$ cat config.mk
export PLATFORM = sky130hd
export DESIGN_NAME = fm_patch_register_list_decoder_flat
export DESIGN_NICKNAME = d
export VERILOG_FILES = /design/src/sv/fmprl_pkg.sv /design/src/sv/fmprl_in_if.sv /design/src/sv/fmprl_out_if.sv /design/src/sv/fmprl_decode.sv /design/src/sv/fmprl_outq.sv /design/src/sv/fm_patch_register_list_decoder.sv /design/src/flat_wrapper.sv
export SDC_FILE = /design/constraint.sdc
export NUM_CORES = 1
export LEC_CHECK = 0
export BUFFER_PORTS_ARGS = -buffer_cell sky130_fd_sc_hd__buf_2
export CORE_ASPECT_RATIO = 0.5
export CORE_MARGIN = 5
export CORE_UTILIZATION = 45
export DETAILED_ROUTE_END_ITERATION = 10
export PLACE_DENSITY = 0.63
export SYNTH_ARGS = -nofsm -noshare
export SYNTH_HDL_FRONTEND = slang
export SYNTH_HIERARCHICAL = 1
export SYNTH_SLANG_ARGS = --single-unit
$ cat constraint.sdc
create_clock -name clk -period 7.1 [get_ports clk]
set_input_delay 1.065 -clock clk [delete_from_list [all_inputs] [get_ports clk]]
set_output_delay 1.065 -clock clk [all_outputs]
set_load 0.05 [all_outputs]
$ cat src/sv/fmprl_pkg.sv
`timescale 1ns / 1ps
// ----------------------------------------------------------------------------
// fmprl_pkg
// Types, constants and field-decode functions for the FM patch register-list
// decoder.
// ----------------------------------------------------------------------------
package fmprl_pkg;

	localparam int CNT_W = 18;
	localparam logic [CNT_W-1:0] CNT_MAX = '1;

	// allowed address space and register rows
	localparam logic [7:0] ADDR_OP_LO    = 8'h30;
	localparam logic [7:0] ADDR_OP_HI    = 8'h9F;
	localparam logic [7:0] ADDR_LOW_MASK = 8'h03;
	localparam logic [7:0] ADDR_ALGO     = 8'hB0;
	localparam logic [7:0] ADDR_FMS      = 8'hB4;

	localparam logic [3:0] ROW_MUL_DT  = 4'h3;
	localparam logic [3:0] ROW_TL      = 4'h4;
	localparam logic [3:0] ROW_AR_KS   = 4'h5;
	localparam logic [3:0] ROW_DR_AM   = 4'h6;
	localparam logic [3:0] ROW_SR      = 4'h7;
	localparam logic [3:0] ROW_RR_SL   = 4'h8;
	localparam logic [3:0] ROW_SSG     = 4'h9;
	localparam logic [3:0] ROW_CHANNEL = 4'hB;

	// reserved-bit masks per row
	localparam logic [7:0] RSV_MASK_MSB  = 8'h80;
	localparam logic [7:0] RSV_MASK_AR   = 8'h20;
	localparam logic [7:0] RSV_MASK_DR   = 8'h60;
	localparam logic [7:0] RSV_MASK_SR   = 8'hE0;
	localparam logic [7:0] RSV_MASK_SSG  = 8'hF0;
	localparam logic [7:0] RSV_MASK_ALGO = 8'hC0;

	localparam logic KIND_PAIR   = 1'b0;
	localparam logic KIND_STATUS = 1'b1;

	typedef enum logic [2:0] {
		ST_OK            = 3'd0,
		ST_EMPTY         = 3'd1,
		ST_TOO_SMALL     = 3'd2,
		ST_SIZE_MISMATCH = 3'd3,
		ST_INVALID       = 3'd4
	} status_t;

	typedef enum logic [3:0] {
		GRP_MUL_DT  = 4'd0,
		GRP_TL      = 4'd1,
		GRP_AR_KS   = 4'd2,
		GRP_DR_AM   = 4'd3,
		GRP_SR      = 4'd4,
		GRP_RR_SL   = 4'd5,
		GRP_SSG     = 4'd6,
		GRP_ALGO_FB = 4'd7,
		GRP_FMS_AMS = 4'd8
	} group_t;

	typedef struct packed {
		logic       result_kind;
		logic [2:0] status;
		logic [1:0] operator_index;
		logic [3:0] register_group;
		logic [6:0] low_field;
		logic [3:0] high_field;
		logic       flag_bit;
		logic       last_result;
	} result_t;

	function automatic logic addr_ok(input logic [7:0] a);
		logic ok;
		if (a >= ADDR_OP_LO && a <= ADDR_OP_HI) begin
			ok = ((a & ADDR_LOW_MASK) == 8'h00);
		end else begin
			ok = (a == ADDR_ALGO) || (a == ADDR_FMS);
		end
		return ok;
	endfunction

	function automatic logic val_ok(input logic [7:0] a, input logic [7:0] v);
		logic ok;
		case (a[7:4])
			ROW_MUL_DT:  ok = ((v & RSV_MASK_MSB) == 8'h00);
			ROW_TL:      ok = ((v & RSV_MASK_MSB) == 8'h00);
			ROW_AR_KS:   ok = ((v & RSV_MASK_AR) == 8'h00);
			ROW_DR_AM:   ok = ((v & RSV_MASK_DR) == 8'h00);
			ROW_SR:      ok = ((v & RSV_MASK_SR) == 8'h00);
			ROW_RR_SL:   ok = 1'b1;
			ROW_SSG:     ok = ((v & RSV_MASK_SSG) == 8'h00);
			ROW_CHANNEL: ok = (a != ADDR_ALGO) || ((v & RSV_MASK_ALGO) == 8'h00);
			default:     ok = 1'b0;
		endcase
		return ok;
	endfunction

	function automatic result_t pair_fields(input logic [7:0] a, input logic [7:0] v);
		result_t r;
		r = '0;
		r.result_kind    = KIND_PAIR;
		r.status         = ST_OK;
		r.operator_index = a[3:2];
		case (a[7:4])
			ROW_MUL_DT: begin
				r.register_group = GRP_MUL_DT;
				r.low_field      = {3'b000, v[3:0]};
				r.high_field     = {1'b0, v[6:4]};
			end
			ROW_TL: begin
				r.register_group = GRP_TL;
				r.low_field      = v[6:0];
			end
			ROW_AR_KS: begin
				r.register_group = GRP_AR_KS;
				r.low_field      = {2'b00, v[4:0]};
				r.high_field     = {2'b00, v[7:6]};
			end
			ROW_DR_AM: begin
				r.register_group = GRP_DR_AM;
				r.low_field      = {2'b00, v[4:0]};
				r.flag_bit       = v[7];
			end
			ROW_SR: begin
				r.register_group = GRP_SR;
				r.low_field      = {2'b00, v[4:0]};
			end
			ROW_RR_SL: begin
				r.register_group = GRP_RR_SL;
				r.low_field      = {3'b000, v[3:0]};
				r.high_field     = v[7:4];
			end
			ROW_SSG: begin
				r.register_group = GRP_SSG;
				r.low_field      = {4'b0000, v[2:0]};
				r.flag_bit       = v[3];
			end
			default: begin
				r.operator_index = 2'd0;
				r.low_field      = {4'b0000, v[2:0]};
				if (a == ADDR_ALGO) begin
					r.register_group = GRP_ALGO_FB;
					r.high_field     = {1'b0, v[5:3]};
				end else begin
					r.register_group = GRP_FMS_AMS;
					r.high_field     = {2'b00, v[5:4]};
				end
			end
		endcase
		return r;
	endfunction

endpackage

$ cat src/sv/fmprl_in_if.sv
`timescale 1ns / 1ps
// ----------------------------------------------------------------------------
// fmprl_in_if
// Byte stream channel into the patch decoder.
// ----------------------------------------------------------------------------
interface fmprl_in_if;
	logic       valid;
	logic       ready;
	logic [7:0] data_byte;
	logic       end_only;
	logic       last;

	modport source (output valid, output data_byte, output end_only, output last,
		input ready);
	modport sink (input valid, input data_byte, input end_only, input last,
		output ready);
endinterface

$ cat src/sv/fmprl_out_if.sv
`timescale 1ns / 1ps
// ----------------------------------------------------------------------------
// fmprl_out_if
// Result channel out of the patch decoder.
// ----------------------------------------------------------------------------
interface fmprl_out_if;
	logic       valid;
	logic       ready;
	logic       result_kind;
	logic [2:0] status;
	logic [1:0] operator_index;
	logic [3:0] register_group;
	logic [6:0] low_field;
	logic [3:0] high_field;
	logic       flag_bit;
	logic       last_result;

	modport source (output valid, output result_kind, output status,
		output operator_index, output register_group, output low_field,
		output high_field, output flag_bit, output last_result, input ready);
	modport sink (input valid, input result_kind, input status,
		input operator_index, input register_group, input low_field,
		input high_field, input flag_bit, input last_result, output ready);
endinterface

$ cat src/sv/fmprl_decode.sv
`timescale 1ns / 1ps
// ----------------------------------------------------------------------------
// fmprl_decode
// File state and per-byte checks; yields up to two results per byte.
// ----------------------------------------------------------------------------
module fmprl_decode
	import fmprl_pkg::*;
(
	input  logic       clk,
	input  logic       arst_n,
	input  logic       take,
	input  logic [7:0] data_byte,
	input  logic       end_only,
	input  logic       last,
	output result_t    res0,
	output result_t    res1,
	output logic [1:0] res_cnt
);

	logic [CNT_W-1:0] byte_counter_q;
	logic [15:0]      pair_count_q;
	logic [7:0]       held_address_q;
	logic [8:0]       previous_address_q;
	logic             seen_algorithm_q;
	logic             list_error_q;

	logic [CNT_W-1:0] cnt_nxt;
	logic [15:0]      pc_nxt;
	logic [7:0]       ha_nxt;
	logic [8:0]       prev_nxt;
	logic             algo_nxt;
	logic             err_nxt;
	logic             cnt_sat;
	logic             pair_step;
	logic             pair_ok;
	logic             emit_pair;
	logic             file_end;
	logic [CNT_W-1:0] size;
	logic [15:0]      size_pc;
	logic [CNT_W-1:0] size_expect;
	logic             size_err;
	logic             size_algo;
	status_t          st;
	result_t          pair_r;
	result_t          stat_r;

	always_comb begin
		cnt_sat   = (byte_counter_q == CNT_MAX);
		pair_step = !end_only && !cnt_sat && (byte_counter_q >= CNT_W'(2))
			&& byte_counter_q[0];
		pc_nxt    = pair_count_q;
		ha_nxt    = held_address_q;
		if (!end_only && !cnt_sat) begin
			if (byte_counter_q == '0) begin
				pc_nxt = {data_byte, 8'h00};
			end else if (byte_counter_q == CNT_W'(1)) begin
				pc_nxt = {pair_count_q[15:8], data_byte};
			end else if (!byte_counter_q[0]) begin
				ha_nxt = data_byte;
			end
		end
		cnt_nxt = (end_only || cnt_sat) ? byte_counter_q : byte_counter_q + CNT_W'(1);

		pair_ok = (previous_address_q[8] || (held_address_q > previous_address_q[7:0]))
			&& addr_ok(held_address_q) && val_ok(held_address_q, data_byte);
		err_nxt   = list_error_q || (!end_only && cnt_sat) || (pair_step && !pair_ok);
		emit_pair = pair_step && !err_nxt;
		algo_nxt  = seen_algorithm_q || (pair_step && (held_address_q == ADDR_ALGO));
		prev_nxt  = pair_step ? {1'b0, held_address_q} : previous_address_q;

		// final status from the state as it stands after this byte
		size        = end_only ? byte_counter_q : cnt_nxt;
		size_pc     = end_only ? pair_count_q : pc_nxt;
		size_err    = end_only ? list_error_q : err_nxt;
		size_algo   = end_only ? seen_algorithm_q : algo_nxt;
		size_expect = {1'b0, size_pc, 1'b0} + CNT_W'(2);
		if (end_only && size == '0) begin
			st = ST_EMPTY;
		end else if (size < CNT_W'(4)) begin
			st = ST_TOO_SMALL;
		end else if (size_pc == 16'h0000 || size != size_expect) begin
			st = ST_SIZE_MISMATCH;
		end else if (size_err || !size_algo) begin
			st = ST_INVALID;
		end else begin
			st = ST_OK;
		end

		stat_r             = '0;
		stat_r.result_kind = KIND_STATUS;
		stat_r.status      = st;
		stat_r.last_result = 1'b1;
		pair_r             = pair_fields(held_address_q, data_byte);

		file_end = end_only || last;
		res0     = emit_pair ? pair_r : stat_r;
		res1     = stat_r;
		res_cnt  = 2'({1'b0, emit_pair} + {1'b0, file_end});
	end

	always_ff @(posedge clk or negedge arst_n) begin
		if (!arst_n) begin
			byte_counter_q     <= '0;
			pair_count_q       <= '0;
			held_address_q     <= '0;
			previous_address_q <= 9'h100;
			seen_algorithm_q   <= 1'b0;
			list_error_q       <= 1'b0;
		end else if (take) begin
			if (file_end) begin
				byte_counter_q     <= '0;
				pair_count_q       <= '0;
				held_address_q     <= '0;
				previous_address_q <= 9'h100;
				seen_algorithm_q   <= 1'b0;
				list_error_q       <= 1'b0;
			end else begin
				byte_counter_q     <= cnt_nxt;
				pair_count_q       <= pc_nxt;
				held_address_q     <= ha_nxt;
				previous_address_q <= prev_nxt;
				seen_algorithm_q   <= algo_nxt;
				list_error_q       <= err_nxt;
			end
		end
	end

endmodule

$ cat src/sv/fmprl_outq.sv
`timescale 1ns / 1ps
// ----------------------------------------------------------------------------
// fmprl_outq
// Small result queue: up to two writes and one read per cycle.
// ----------------------------------------------------------------------------
module fmprl_outq
	import fmprl_pkg::*;
#(
	parameter int DEPTH = 4
) (
	input  logic       clk,
	input  logic       arst_n,
	input  result_t    wr0,
	input  result_t    wr1,
	input  logic [1:0] wr_cnt,
	output logic       room2,
	output logic       rd_valid,
	input  logic       rd_ready,
	output result_t    rd_data
);

	localparam int PW = (DEPTH > 1) ? $clog2(DEPTH) : 1;
	localparam int CW = $clog2(DEPTH + 1);
	localparam logic [PW-1:0] LAST_IDX = PW'(DEPTH - 1);

	result_t         mem_q [DEPTH];
	logic [PW-1:0]   wr_ptr_q;
	logic [PW-1:0]   rd_ptr_q;
	logic [CW-1:0]   count_q;
	logic [PW-1:0]   wr_ptr1;
	logic [PW-1:0]   wr_ptr2;
	logic            pop;

	function automatic logic [PW-1:0] ptr_inc(input logic [PW-1:0] p);
		return (p == LAST_IDX) ? '0 : p + PW'(1);
	endfunction

	always_comb begin
		wr_ptr1  = ptr_inc(wr_ptr_q);
		wr_ptr2  = ptr_inc(wr_ptr1);
		rd_valid = (count_q != '0);
		rd_data  = mem_q[rd_ptr_q];
		pop      = rd_valid && rd_ready;
		room2    = (count_q + CW'(2)) <= CW'(DEPTH);
	end

	always_ff @(posedge clk) begin
		if (wr_cnt != 2'd0) begin
			mem_q[wr_ptr_q] <= wr0;
		end
		if (wr_cnt == 2'd2) begin
			mem_q[wr_ptr1] <= wr1;
		end
	end

	always_ff @(posedge clk or negedge arst_n) begin
		if (!arst_n) begin
			wr_ptr_q <= '0;
			rd_ptr_q <= '0;
			count_q  <= '0;
		end else begin
			case (wr_cnt)
				2'd1:    wr_ptr_q <= wr_ptr1;
				2'd2:    wr_ptr_q <= wr_ptr2;
				default: wr_ptr_q <= wr_ptr_q;
			endcase
			if (pop) begin
				rd_ptr_q <= ptr_inc(rd_ptr_q);
			end
			count_q <= count_q + CW'(wr_cnt) - CW'(pop);
		end
	end

endmodule

$ cat src/sv/fm_patch_register_list_decoder.sv
`timescale 1ns / 1ps
// ----------------------------------------------------------------------------
// fm_patch_register_list_decoder
// Streaming decoder for FM patch register lists with per-pair checks and a
// final file status.
// ----------------------------------------------------------------------------
// The block takes one file byte per transfer, every cycle, and checks each
// register/value pair as its value byte arrives: a good pair is split into
// operator, group and fields and queued in the same cycle, and the last byte
// (or an end-only transfer) queues the file status right behind it. Results
// leave the queue one per cycle while ready is high, at the earliest in the
// cycle after the byte: it is decoded and queued at the edge that takes it,
// and the queue head drives the result channel from its register in the next
// cycle. Since a byte can produce two results, the input is held off whenever
// the queue cannot take two more, so the byte rate is one per cycle as long
// as the result side keeps up, set by the single-read result queue. After the
// status the file state is back at reset and the next file may follow at once.
// ----------------------------------------------------------------------------
module fm_patch_register_list_decoder
	import fmprl_pkg::*;
#(
	parameter int QUEUE_DEPTH = 4
) (
	input  logic     clk,
	input  logic     arst_n,
	fmprl_in_if.sink   patch,
	fmprl_out_if.source result
);

	result_t    res0;
	result_t    res1;
	logic [1:0] res_cnt;
	logic [1:0] push_cnt;
	logic       take;
	logic       room2;
	result_t    head;

	// a transfer is taken only while the queue has space for a pair and a status
	assign patch.ready = room2;
	assign take        = patch.valid && room2;
	assign push_cnt    = take ? res_cnt : 2'd0;

	fmprl_decode u_decode (
		.clk       (clk),
		.arst_n    (arst_n),
		.take      (take),
		.data_byte (patch.data_byte),
		.end_only  (patch.end_only),
		.last      (patch.last),
		.res0      (res0),
		.res1      (res1),
		.res_cnt   (res_cnt)
	);

	fmprl_outq #(
		.DEPTH (QUEUE_DEPTH)
	) u_outq (
		.clk      (clk),
		.arst_n   (arst_n),
		.wr0      (res0),
		.wr1      (res1),
		.wr_cnt   (push_cnt),
		.room2    (room2),
		.rd_valid (result.valid),
		.rd_ready (result.ready),
		.rd_data  (head)
	);

	// unpack the head of the queue onto the result channel
	assign result.result_kind    = head.result_kind;
	assign result.status         = head.status;
	assign result.operator_index = head.operator_index;
	assign result.register_group = head.register_group;
	assign result.low_field      = head.low_field;
	assign result.high_field     = head.high_field;
	assign result.flag_bit       = head.flag_bit;
	assign result.last_result    = head.last_result;

endmodule

$ cat src/flat_wrapper.sv
// flat-port wrapper written by rule: the top's interface ports become plain ports
module fm_patch_register_list_decoder_flat import fmprl_pkg::*;
#(
	parameter int QUEUE_DEPTH = 4
)
  (clk, arst_n, patch_valid, patch_data_byte, patch_end_only, patch_last, patch_ready, result_valid, result_result_kind, result_status, result_operator_index, result_register_group, result_low_field, result_high_field, result_flag_bit, result_last_result, result_ready);
  fmprl_in_if patch_i ();
  fmprl_out_if result_i ();
  input  logic clk;
  input  logic arst_n;
  input wire logic [$bits(patch_i.valid)-1:0] patch_valid;
  input wire logic [$bits(patch_i.data_byte)-1:0] patch_data_byte;
  input wire logic [$bits(patch_i.end_only)-1:0] patch_end_only;
  input wire logic [$bits(patch_i.last)-1:0] patch_last;
  output wire logic [$bits(patch_i.ready)-1:0] patch_ready;
  output wire logic [$bits(result_i.valid)-1:0] result_valid;
  output wire logic [$bits(result_i.result_kind)-1:0] result_result_kind;
  output wire logic [$bits(result_i.status)-1:0] result_status;
  output wire logic [$bits(result_i.operator_index)-1:0] result_operator_index;
  output wire logic [$bits(result_i.register_group)-1:0] result_register_group;
  output wire logic [$bits(result_i.low_field)-1:0] result_low_field;
  output wire logic [$bits(result_i.high_field)-1:0] result_high_field;
  output wire logic [$bits(result_i.flag_bit)-1:0] result_flag_bit;
  output wire logic [$bits(result_i.last_result)-1:0] result_last_result;
  input wire logic [$bits(result_i.ready)-1:0] result_ready;
  assign patch_i.valid = patch_valid;
  assign patch_i.data_byte = patch_data_byte;
  assign patch_i.end_only = patch_end_only;
  assign patch_i.last = patch_last;
  assign patch_ready = patch_i.ready;
  assign result_valid = result_i.valid;
  assign result_result_kind = result_i.result_kind;
  assign result_status = result_i.status;
  assign result_operator_index = result_i.operator_index;
  assign result_register_group = result_i.register_group;
  assign result_low_field = result_i.low_field;
  assign result_high_field = result_i.high_field;
  assign result_flag_bit = result_i.flag_bit;
  assign result_last_result = result_i.last_result;
  assign result_i.ready = result_ready;
  fm_patch_register_list_decoder #(.QUEUE_DEPTH(QUEUE_DEPTH)) u_core (.clk(clk), .arst_n(arst_n), .patch(patch_i), .result(result_i));
endmodule
==> results of run 1 <==
==> per-stage QoR <==
stage          hold slack (ns)  power, W  worst slack, ns
2_1_floorplan            0.456   0.00209             1.33
3_3_place_gp             0.474   0.00233             1.70
3_5_place_dp             0.482   0.00234             1.48
4_1_cts                  0.493   0.00318             1.60
5_1_grt                  0.510   0.00331             1.03
6_report                 0.496   0.00315             1.58
==> cell usage after synthesis (5+ instances only) <==
| cell type | number | area, µm² |
|---|---|---|
| a21oi_1 | 35 | 175 |
| nand4_1 | 12 | 75.1 |
| xor2_1 | 8 | 70.1 |
| buf_2 | 9 | 45.0 |
| mux2i_1 | 11 | 110 |
| and3_1 | 14 | 87.6 |
| a31oi_1 | 8 | 50.1 |
| and4_1 | 5 | 43.8 |
| dfrtp_1 | 59 | 1480 |
| o31ai_1 | 7 | 52.6 |
| o21a_1 | 8 | 60.1 |
| nand2_1 | 52 | 195 |
| mux2_2 | 94 | 1060 |
| a22o_1 | 32 | 280 |
| xnor2_1 | 30 | 263 |
| clkbuf_1 | 21 | 78.8 |
| inv_1 | 39 | 146 |
| nor3_1 | 25 | 125 |
| and2_1 | 7 | 43.8 |
| buf_6 | 12 | 135 |
| o21ai_0 | 32 | 160 |
| nor4_1 | 8 | 50.1 |
| nand2_2 | 5 | 31.3 |
| nand2b_1 | 7 | 43.8 |
| mux4_2 | 18 | 405 |
| o2bb2ai_1 | 7 | 61.3 |
| mux4_1 | 5 | 131 |
| nor2_1 | 54 | 203 |
| ha_1 | 28 | 350 |
| o211ai_1 | 6 | 45.0 |
| nand3_1 | 26 | 130 |
| a22oi_1 | 7 | 52.6 |
| nor3b_1 | 5 | 37.5 |
| buf_4 | 25 | 188 |
| or4_1 | 6 | 45.0 |
| edfxtp_1 | 92 | 2760 |
==> state kept, by name, indices dropped and copies added (netlist names), 2 cells and up <==
name / flops
u_core/u_decode/byte_counter_q: 18
u_core/u_decode/held_address_q: 8
u_core/u_decode/pair_count_q: 16
u_core/u_decode/previous_address_q: 9
u_core/u_outq/count_q: 3
u_core/u_outq/mem_q: 92
u_core/u_outq/rd_ptr_q: 2
u_core/u_outq/wr_ptr_q: 2
==> final timing paths <==
check,start,to,slack [ns]
max in group asynchronous,arst_n,u_core/u_decode/held_address_q[1],5.76
hold reg to reg,u_core/u_decode/list_error_q,u_core/u_decode/list_error_q,0.50
hold / removal,u_core/u_decode/list_error_q,u_core/u_decode/list_error_q,0.50
setup reg to reg,u_core/u_decode/byte_counter_q[0],u_core/u_outq/mem_q[3][4],1.58
min in group asynchronous,arst_n,u_core/u_decode/pair_count_q[5],0.81
setup / recovery,u_core/u_decode/byte_counter_q[0],u_core/u_outq/mem_q[3][4],1.58
==> critical path: stages, from the launching register on <==
cell and delay, ns:
dfrtp_1 0.51, ha_1 0.36, nand3_1 0.18, nor3_2 0.36, nand2_1 0.20, nand2_1 0.19, nor3_1 0.08, buf_4 0.18
a221oi_1 0.63, nand2_1 0.12, buf_4 0.24, inv_1 0.08, ha_1 0.21, and3_1 0.19, inv_1 0.08, ha_1 0.34
nand2_2 0.44, o21ai_2 0.48, buf_4 0.33
==> cells in the final DEF, fill, tap and decap left out, types with 8 or more instances in the layout <==
cell type and instances:
o21ai_0 28, ha_1 28, nor3_1 25, a31oi_1 8
buf_2 38, nand2_1 52, nand4_1 12, a21oi_1 35
o21a_1 8, and3_1 14, dfrtp_1 59, xnor2_1 30
edfxtp_1 92, clkbuf_16 17, inv_1 39, nand3_1 26
mux4_2 18, xor2_1 8, mux2i_1 11, nor2_1 54
mux2_2 94, a22o_1 32, buf_4 11, conb_1 20
==> kinds of logic (layout without fill, tap and decap cells) <==
| group | after synthesis | count (layout) | share of synthesized area |
|---|---|---|---|
| compound gates | 173 | 173 | 0.120 |
| fa+ha+maj | 29 | 29 | 0.0374 |
| mux | 128 | 128 | 0.172 |
| buf+inv | 109 | 120 | 0.0644 |
| simple gates | 254 | 254 | 0.141 |
| flops | 152 | 152 | 0.431 |
| other cells | 2 | 20 | 0.000758 |
| xor+xnor | 38 | 38 | 0.0336 |
==> power by group <==
group	switching, W	total (W)	internal (W)
registers	0.000115	0.00118	0.00106
logic	0.000748	0.00114	0.000388
clock network	0.000372	0.000837	0.000465
total	0.00123	0.00315	0.00192
==> layout make-up <==
type                    count  share of cell area
repair buffers             49              0.0255
inverters                  39              0.0137
flip-flops and latches    152               0.399
multi-input cells         642               0.476
well taps                 300              0.0351
clock buffers              21              0.0431
clock inverters            11             0.00703
==> routing by layer <==
layer	vias to the layer above	GRT usage
li1	3319	-
met1	3528	0.287
met2	260	0.320
met3	26	0.0331
met4	0	0.0478
met5	-	0
==> flow_metrics.tcl, run 1 <==
set metrics [dict create \
    clk_root_buffer_cell "clkbuf_16" \
    synth_flop_cell "edfxtp_1" \
    vdd.ir_drop.worst_v 0.000174 \
    routed_via_density 5.88 \
    post_cts_buffers 0 \
    dp_cells 1182 \
    die_h_um 115 \
    grt_max_degree 61 \
    grt_pass1_vias 6927 \
    rsz0062_at_grt "no" \
    clock.fmax_mhz 181 \
    fin_nets 944 \
    finalHoldViolations 0 \
    total_leakage_power_nw 4.25 \
    first_pass_iters 5 \
    highest_layer "met4" \
    status "completed" \
    drtAntennaViolNets 0 \
    gp_congestion 0.922 \
    fillCellCount 1938 \
    hpwl_um 17200 \
    yosysSeqAreaShare 0.431 \
    async_flop_share 0.395 \
    multiInputGateArea_um2 5090 \
    clock_latency_ns 0.43 \
    routedWlPerCell_um 20.2 \
    overflow 0 \
    fin_crit_ns 5.52 \
    fp-row-count 38 \
    final_cells 1214 \
    cp-start-kind "flip-flop" \
    hp-class "reg2reg" \
    slew_headroom 0.224 \
    skew_ns 0.00796 \
    endpoint_kind "flip-flop" \
    required_ns 7.22 \
    antenna_found_initial 0 \
    wl_met3_um 1350 \
    htree_levels 4 \
    maxSlewViolCount 0 \
    path_class "reg2reg" \
    drc 0 \
    cts_sinks 152 \
    cts_buffer_depth 2 \
    areaGrowthSynthToFinish_pct 7.88 \
    die_area_um2 25300 \
    clk_pin_slew_ns 0.06 \
    maxCapViolations 0 \
    cts_resized 0 \
    port_buffers 38 \
    finalSetupViolCount 0 \
    power.density_nw_per_um2 295 \
    cts.hold.buffers_added 0 \
    wirelength_um 24500 \
    dr_wl_met2_um 11500 \
    vias 7133 \
    critPathArrivalTime_ns 5.64 \
    final_layout_size_suffix_gt1_frac 0.242 \
    antenna_cells 0 \
    seq_area_um2 4270 \
    synthesis.area_um2 9900 \
    crit_fanout 26 \
    io_pins 39 \
    placed_cell_area_um2 10100 \
    grt_pass1_wl_um 39300 \
    reg2reg_depth 18 \
    worst_slew_pin_slew_ns 1.16 \
    syn_inst 885 \
    fin_crit_sh 0.777 \
    first_iter_violations 593 \
    fin_setup_tns_ns 0 \
    synth-edff-count 92 \
    hold_depth 1 \
    core_um2 21600 \
    ys_ff_latch 152 \
    initial_core_util 0.458 \
    die_x_um 220 \
    ys_warn_count 6 \
    cts_buffers 17 \
    utilization 0.494 \
    cts_tree "done" \
    post-route-cell-area_um2 10700 \
    synth_cell_types 74 \
    syn_area_per_cell_um2 11.2 \
    met1_length_um 11400 \
    track_usage 0.199 \
]
Power figures use the tool's default switching activity.
==> inputs of run 2 (changes only) <==
==> constraint.sdc (replaced) <==
create_clock -name clk -period 5.6 [get_ports clk]
set_input_delay 0.84 -clock clk [delete_from_list [all_inputs] [get_ports clk]]
set_output_delay 0.84 -clock clk [all_outputs]
set_load 0.05 [all_outputs]
==> run 2 against run 1 <==
Fmax rose by 12%. Clock-buffer cell count increased by 1. Final cell count is 0.74% higher. Hold slack worse by 0.0055 ns. Global-route usage rose by 0.45 points. First-iteration DRC count rose by 27%. Clock skew increased by 0.0074 ns. Non-clock buffer count increased by 9. Sequential power grew 23%. Combinational power up 32%. Clock power rose by 42%. Sequential share of layout area decreased by 0.53 points. Critical endpoint is now u_core/u_outq/mem_q[2][19]. Largest cell class unchanged.
==> flow_metrics.tcl, run 2 (synthesis results as in run 1) <==
set metrics [dict create \
    cp-start-kind "flip-flop" \
    cts_resized 0 \
    die_area_um2 25300 \
    status "completed" \
    routed_via_density 5.82 \
    maxCapViolations 0 \
    wirelength_um 24900 \
    first_iter_violations 752 \
    fin_crit_ns 4.93 \
    fin_setup_tns_ns 0 \
    fp-row-count 38 \
    maxSlewViolCount 0 \
    post_cts_buffers 0 \
    layout_setup_ws_ns 0.674 \
    power_w 0.00415 \
    critPathArrivalTime_ns 5.10 \
    fillCellCount 1884 \
    first_pass_iters 5 \
    die_h_um 115 \
    finalSetupViolCount 0 \
    power.density_nw_per_um2 384 \
    cts.hold.buffers_added 0 \
    gp_congestion 0.908 \
    hp-class "reg2reg" \
    final_cell_mix "mux2_2, edfxtp_1, dfrtp_1" \
    multiInputGateArea_um2 5090 \
    largest_register "u_core/u_outq/mem_q" \
    worst_slew_pin_slew_ns 0.999 \
    vdd.ir_drop.worst_v 0.000190 \
    initial_core_util 0.458 \
    largestRegisters "u_core/u_outq/mem_q x92, u_core/u_decode/byte_counter_q x18, u_core/u_decode/pair_count_q x16" \
    clock_latency_ns 0.43 \
    port_buffers 38 \
    cp_slowest_cell "or4_1" \
    drtAntennaViolNets 0 \
    critPathBufInv 0 \
    clock.fmax_mhz 203 \
    required_ns 5.78 \
    finalHoldViolations 0 \
    endpoint_kind "flip-flop" \
    overflow 0 \
    antenna_cells 0 \
    cts_buffer_depth 2 \
    crit_chain "nor4_4, nand4_1, nor2_1, a22oi_1, ha_1, xor2_1, nand3_1, o21ai_0, a31oi_1, nand4b_1, or4_1, or4_4, and3_1, mux2_2" \
    die_x_um 220 \
    crit_fanout 10 \
    drc 0 \
    fin_crit_sh 0.880 \
    grt_pass1_vias 7023 \
    skew_ns 0.0153 \
    hpwl_um 17000 \
    slew_headroom 0.328 \
    seq_area_um2 4270 \
    grt_pass1_wl_um 40000 \
    layout_commonest_cell "mux2_2" \
    critPathTopFamily "simple AND/OR/NAND/NOR gates" \
    clk_pin_slew_ns 0.07 \
    cts_buffers 17 \
    areaGrowthSynthToFinish_pct 9.33 \
    final_layout_size_suffix_gt1_frac 0.247 \
    routedWlPerCell_um 20.3 \
    largest_reg_flops 92 \
    clk_root_buffer_cell "clkbuf_16" \
    grt_max_degree 61 \
    hold_ws_ns 0.490 \
    core_um2 21600 \
    fin_nets 953 \
    track_usage 0.204 \
    io_pins 39 \
    vias 7119 \
    total_leakage_power_nw 4.31 \
    cts_tree "done" \
    rsz0062_at_grt "no" \
    cts_sinks 152 \
    antenna_found_initial 0 \
    place_ws_ns 0.703 \
    htree_levels 4 \
    path_class "reg2reg" \
    cpPeakStageDelay_ns 0.57 \
]
==> run 2: cell types whose count changed in the layout (fill, tap and decap cells not counted), sizes merged <==
cell	previous run	this run
clkinv	7	2
bufinv	0	3
clkbuf	21	22
buf	49	58
clkinvlp	2	3
==> run 2: metrics by stage <==
step | instances | utilization | cell area, µm²
6_report | 1223 | 0.500 | 10800
5_1_grt | 1223 | 0.500 | 10800
4_1_cts | 1223 | 0.500 | 10800
3_5_place_dp | 1191 | 0.473 | 10200
3_3_place_gp | 1191 | 0.473 | 10200
2_1_floorplan | 903 | - | 9970
==> run 2: area by class of cell <==
type | instances | share of cell area
flip-flops and latches | 152 | 0.394
clock inverters | 10 | 0.0133
clock buffers | 22 | 0.0420
well taps | 300 | 0.0347
multi-input cells | 642 | 0.470
inverters | 39 | 0.0135
repair buffers | 58 | 0.0326
==> run 2: power breakdown <==
part / internal (W) / switching [W] / leakage (nW)
registers: 0.00135 / 0.000105 / 1.66
clock network: 0.000716 / 0.000470 / 0.281
logic: 0.000503 / 0.00101 / 2.37
==> run 2: layer usage <==
layer,track usage,vias up,part of all wire
met3,0.0424,21,0.057
met5,0,-,0
met1,0.287,3545,0.47
met2,0.330,208,0.46
li1,-,3345,-
met4,0.0436,0,0.012
==> run 2: path summary, 6_finish.rpt <==
path / endpoint / slack [ns] / cells after the start / from
max: u_core/u_outq/mem_q[2][19] / 0.67 / 14 / u_core/u_decode/byte_counter_q[11]
min: u_core/u_decode/list_error_q / 0.49 / 1 / u_core/u_decode/list_error_q
max reg2reg: u_core/u_outq/mem_q[2][19] / 0.67 / 14 / u_core/u_decode/byte_counter_q[11]
min reg2reg: u_core/u_decode/list_error_q / 0.49 / 1 / u_core/u_decode/list_error_q
max in group asynchronous: u_core/u_decode/previous_address_q[7] / 4.45 / 2 / arst_n
min in group asynchronous: u_core/u_decode/byte_counter_q[6] / 0.60 / 2 / arst_n
==> run 2: worst register-to-register path, cell delays in order, from the launching register on <==
cell	delay, ns
dfrtp_1	0.52
nor4_4	0.35
nand4_1	0.35
nor2_1	0.53
a22oi_1	0.21
ha_1	0.37
xor2_1	0.24
nand3_1	0.10
o21ai_0	0.09
a31oi_1	0.11
nand4b_1	0.18
or4_1	0.57
or4_4	0.57
and3_1	0.20
mux2_2	0.26
==> inputs of run 3 (changes only) <==
--- a/config.mk
+++ b/config.mk
@@ -6,11 +6,13 @@
 export NUM_CORES = 1
 export LEC_CHECK = 0
 export BUFFER_PORTS_ARGS = -buffer_cell sky130_fd_sc_hd__buf_2
+export CELL_PAD_IN_SITES_DETAIL_PLACEMENT = 1
+export CELL_PAD_IN_SITES_GLOBAL_PLACEMENT = 2
 export CORE_ASPECT_RATIO = 0.5
 export CORE_MARGIN = 5
-export CORE_UTILIZATION = 45
+export CORE_UTILIZATION = 43
 export DETAILED_ROUTE_END_ITERATION = 10
-export PLACE_DENSITY = 0.63
+export PLACE_DENSITY = 0.83
 export SYNTH_ARGS = -nofsm -noshare
 export SYNTH_HDL_FRONTEND = slang
 export SYNTH_HIERARCHICAL = 1
==> run 3 against run 2 <==
First-iteration DRC count shrank 25%. Clock skew shrank 0.0042 ns. Hold slack gained 0.011 ns. Register-to-register slack lost 0.27 ns. Critical path type unchanged. Critical endpoint is now u_core/u_outq/mem_q[3][20]. Sequential cell count is the same.
==> flow_metrics.tcl, run 3 (synthesis results as in run 1) <==
set metrics [dict create \
    largestRegisters "u_core/u_outq/mem_q x92, u_core/u_decode/byte_counter_q x18, u_core/u_decode/pair_count_q x16" \
    clk_pin_slew_ns 0.07 \
    skew_ns 0.0111 \
    endpoint_kind "flip-flop" \
    first_pass_iters 5 \
    status "completed" \
    slew_headroom 0.308 \
    io_pins 39 \
    pwr-share-seq 0.350 \
    hpwl_um 18800 \
    seq_area_um2 4270 \
    vias 7204 \
    critPathArrivalTime_ns 5.38 \
    cts.hold.buffers_added 0 \
    cts_buffer_depth 2 \
    r2r_slack_ns 0.41 \
    p_sw_w 0.00165 \
    drtAntennaViolNets 0 \
    multiInputGateArea_um2 5080 \
    first_iter_violations 566 \
    fp-row-count 39 \
    path_class "reg2reg" \
    die_x_um 225 \
    track_usage 0.213 \
    hold_ws_ns 0.501 \
    areaGrowthSynthToFinish_pct 9.21 \
    core_um2 22700 \
    post_cts_buffers 0 \
    fin_setup_tns_ns 0 \
    maxSlewViolCount 0 \
    cts_buffers 17 \
    cts_resized 0 \
    power.density_nw_per_um2 388 \
    cpPeakStageDelay_ns 0.72 \
    fin_crit_sh 0.928 \
    finalSetupViolCount 0 \
    final_layout_size_suffix_gt1_frac 0.247 \
    port_buffers 38 \
    grt_pass1_wl_um 43700 \
    clockPowerShare 0.285 \
    die_area_um2 26300 \
    crit_chain "inv_1, ha_1, o21ai_0, nand2b_1, a22oi_1, inv_1, ha_1, o21ai_1, a2111oi_0, xnor2_1, a21oi_1, o211ai_1, or4_4, and3_1, mux2_2" \
    crit_fanout 10 \
    layout_commonest_cell "mux2_2" \
    initial_core_util 0.435 \
    gp_congestion 0.858 \
    power_w 0.00420 \
    clock.fmax_mhz 193 \
    grt_max_degree 61 \
    wirelength_um 28200 \
    utilization 0.476 \
    cp-start-kind "flip-flop" \
    comb_power_share 0.365 \
    largest_reg_flops 92 \
    cts_sinks 152 \
    p_sw_frac 0.394 \
    antenna_cells 0 \
    internal_power_w 0.00254 \
    rsz0062_at_grt "no" \
    fin_nets 953 \
    fin_crit_ns 5.19 \
    grt_pass1_vias 7595 \
    total_leakage_power_nw 4.31 \
    worst_slew_pin_slew_ns 1.03 \
    cp_slowest_cell "a2111oi_0" \
    drc 0 \
    largest_register "u_core/u_outq/mem_q" \
    finalHoldViolations 0 \
    required_ns 5.79 \
    htree_levels 4 \
    fillCellCount 2479 \
    cts_tree "done" \
    hp-class "reg2reg" \
    maxCapViolations 0 \
    overflow 0 \
    clk_root_buffer_cell "clkbuf_16" \
    clock_latency_ns 0.44 \
    vdd.ir_drop.worst_v 0.000291 \
    routed_via_density 5.86 \
    final_cell_mix "mux2_2, edfxtp_1, dfrtp_1" \
    routedWlPerCell_um 22.9 \
    die_h_um 117 \
    antenna_found_initial 0 \
]
[run 3: cell types whose count changed in the layout (fill, tap and decap cells not counted), sizes merged]
cell | previous run | this run
bufinv | 3 | 2
clkinv | 2 | 1
clkinvlp | 3 | 2
inv | 41 | 44
[run 3: worst max-delay path: cells and delay by family (launching register included)]
kind	cells	cell delay, ns
compound gates	6	2.03
xor+xnor	1	0.12
fa+ha+maj	2	0.61
buf+inv	2	0.30
flops	1	0.51
mux	1	0.27
simple gates	3	1.07
[run 3: final cells by class]
type | count | share of cell area
multi-input cells | 642 | 0.470
clock inverters | 10 | 0.0123
repair buffers | 58 | 0.0315
flip-flops and latches | 152 | 0.394
clock buffers | 22 | 0.0429
inverters | 39 | 0.0135
well taps | 307 | 0.0355
[run 3: layer usage]
metal	wire length, µm	up-vias	global-route usage
li1	-	3332	-
met1	12900	3697	0.280
met2	14000	146	0.367
met3	970	29	0.0364
met4	369	0	0.0509
met5	0	-	0
[run 3: power by group through the flow]
stage / sequential, W / clock, W / combinational (W)
final: 0.00147 / 0.00119 / 0.00153
after global routing: 0.00149 / 0.00127 / 0.00163
after CTS: 0.00147 / 0.00122 / 0.00154
after detailed placement: 0.00149 / 0 / 0.00153
after global placement: 0.00148 / 0 / 0.00150
after floorplan: 0.00143 / 0 / 0.00122
[run 3: through the flow]
step,setup slack (ns),area (µm²),std cells
after CTS,0.491,10800,1230
after detailed placement,0.492,10200,1198
after floorplan,0.0584,9970,903
final,0.405,10800,1230
after global placement,0.650,10200,1198
after global routing,0.153,10800,1230
[run 3: path summary, 6_finish.rpt]
| kind | from | to | cells after the start |
|---|---|---|---|
| worst max-delay path | u_core/u_decode/byte_counter_q[0] | u_core/u_outq/mem_q[3][20] | 15 |
| worst min-delay path | u_core/u_decode/list_error_q | u_core/u_decode/list_error_q | 1 |
| worst max register to register | u_core/u_decode/byte_counter_q[0] | u_core/u_outq/mem_q[3][20] | 15 |
| worst min register to register | u_core/u_decode/list_error_q | u_core/u_decode/list_error_q | 1 |
| max in group asynchronous | arst_n | u_core/u_outq/count_q[2] | 2 |
| min in group asynchronous | arst_n | u_core/u_decode/pair_count_q[10] | 2 |
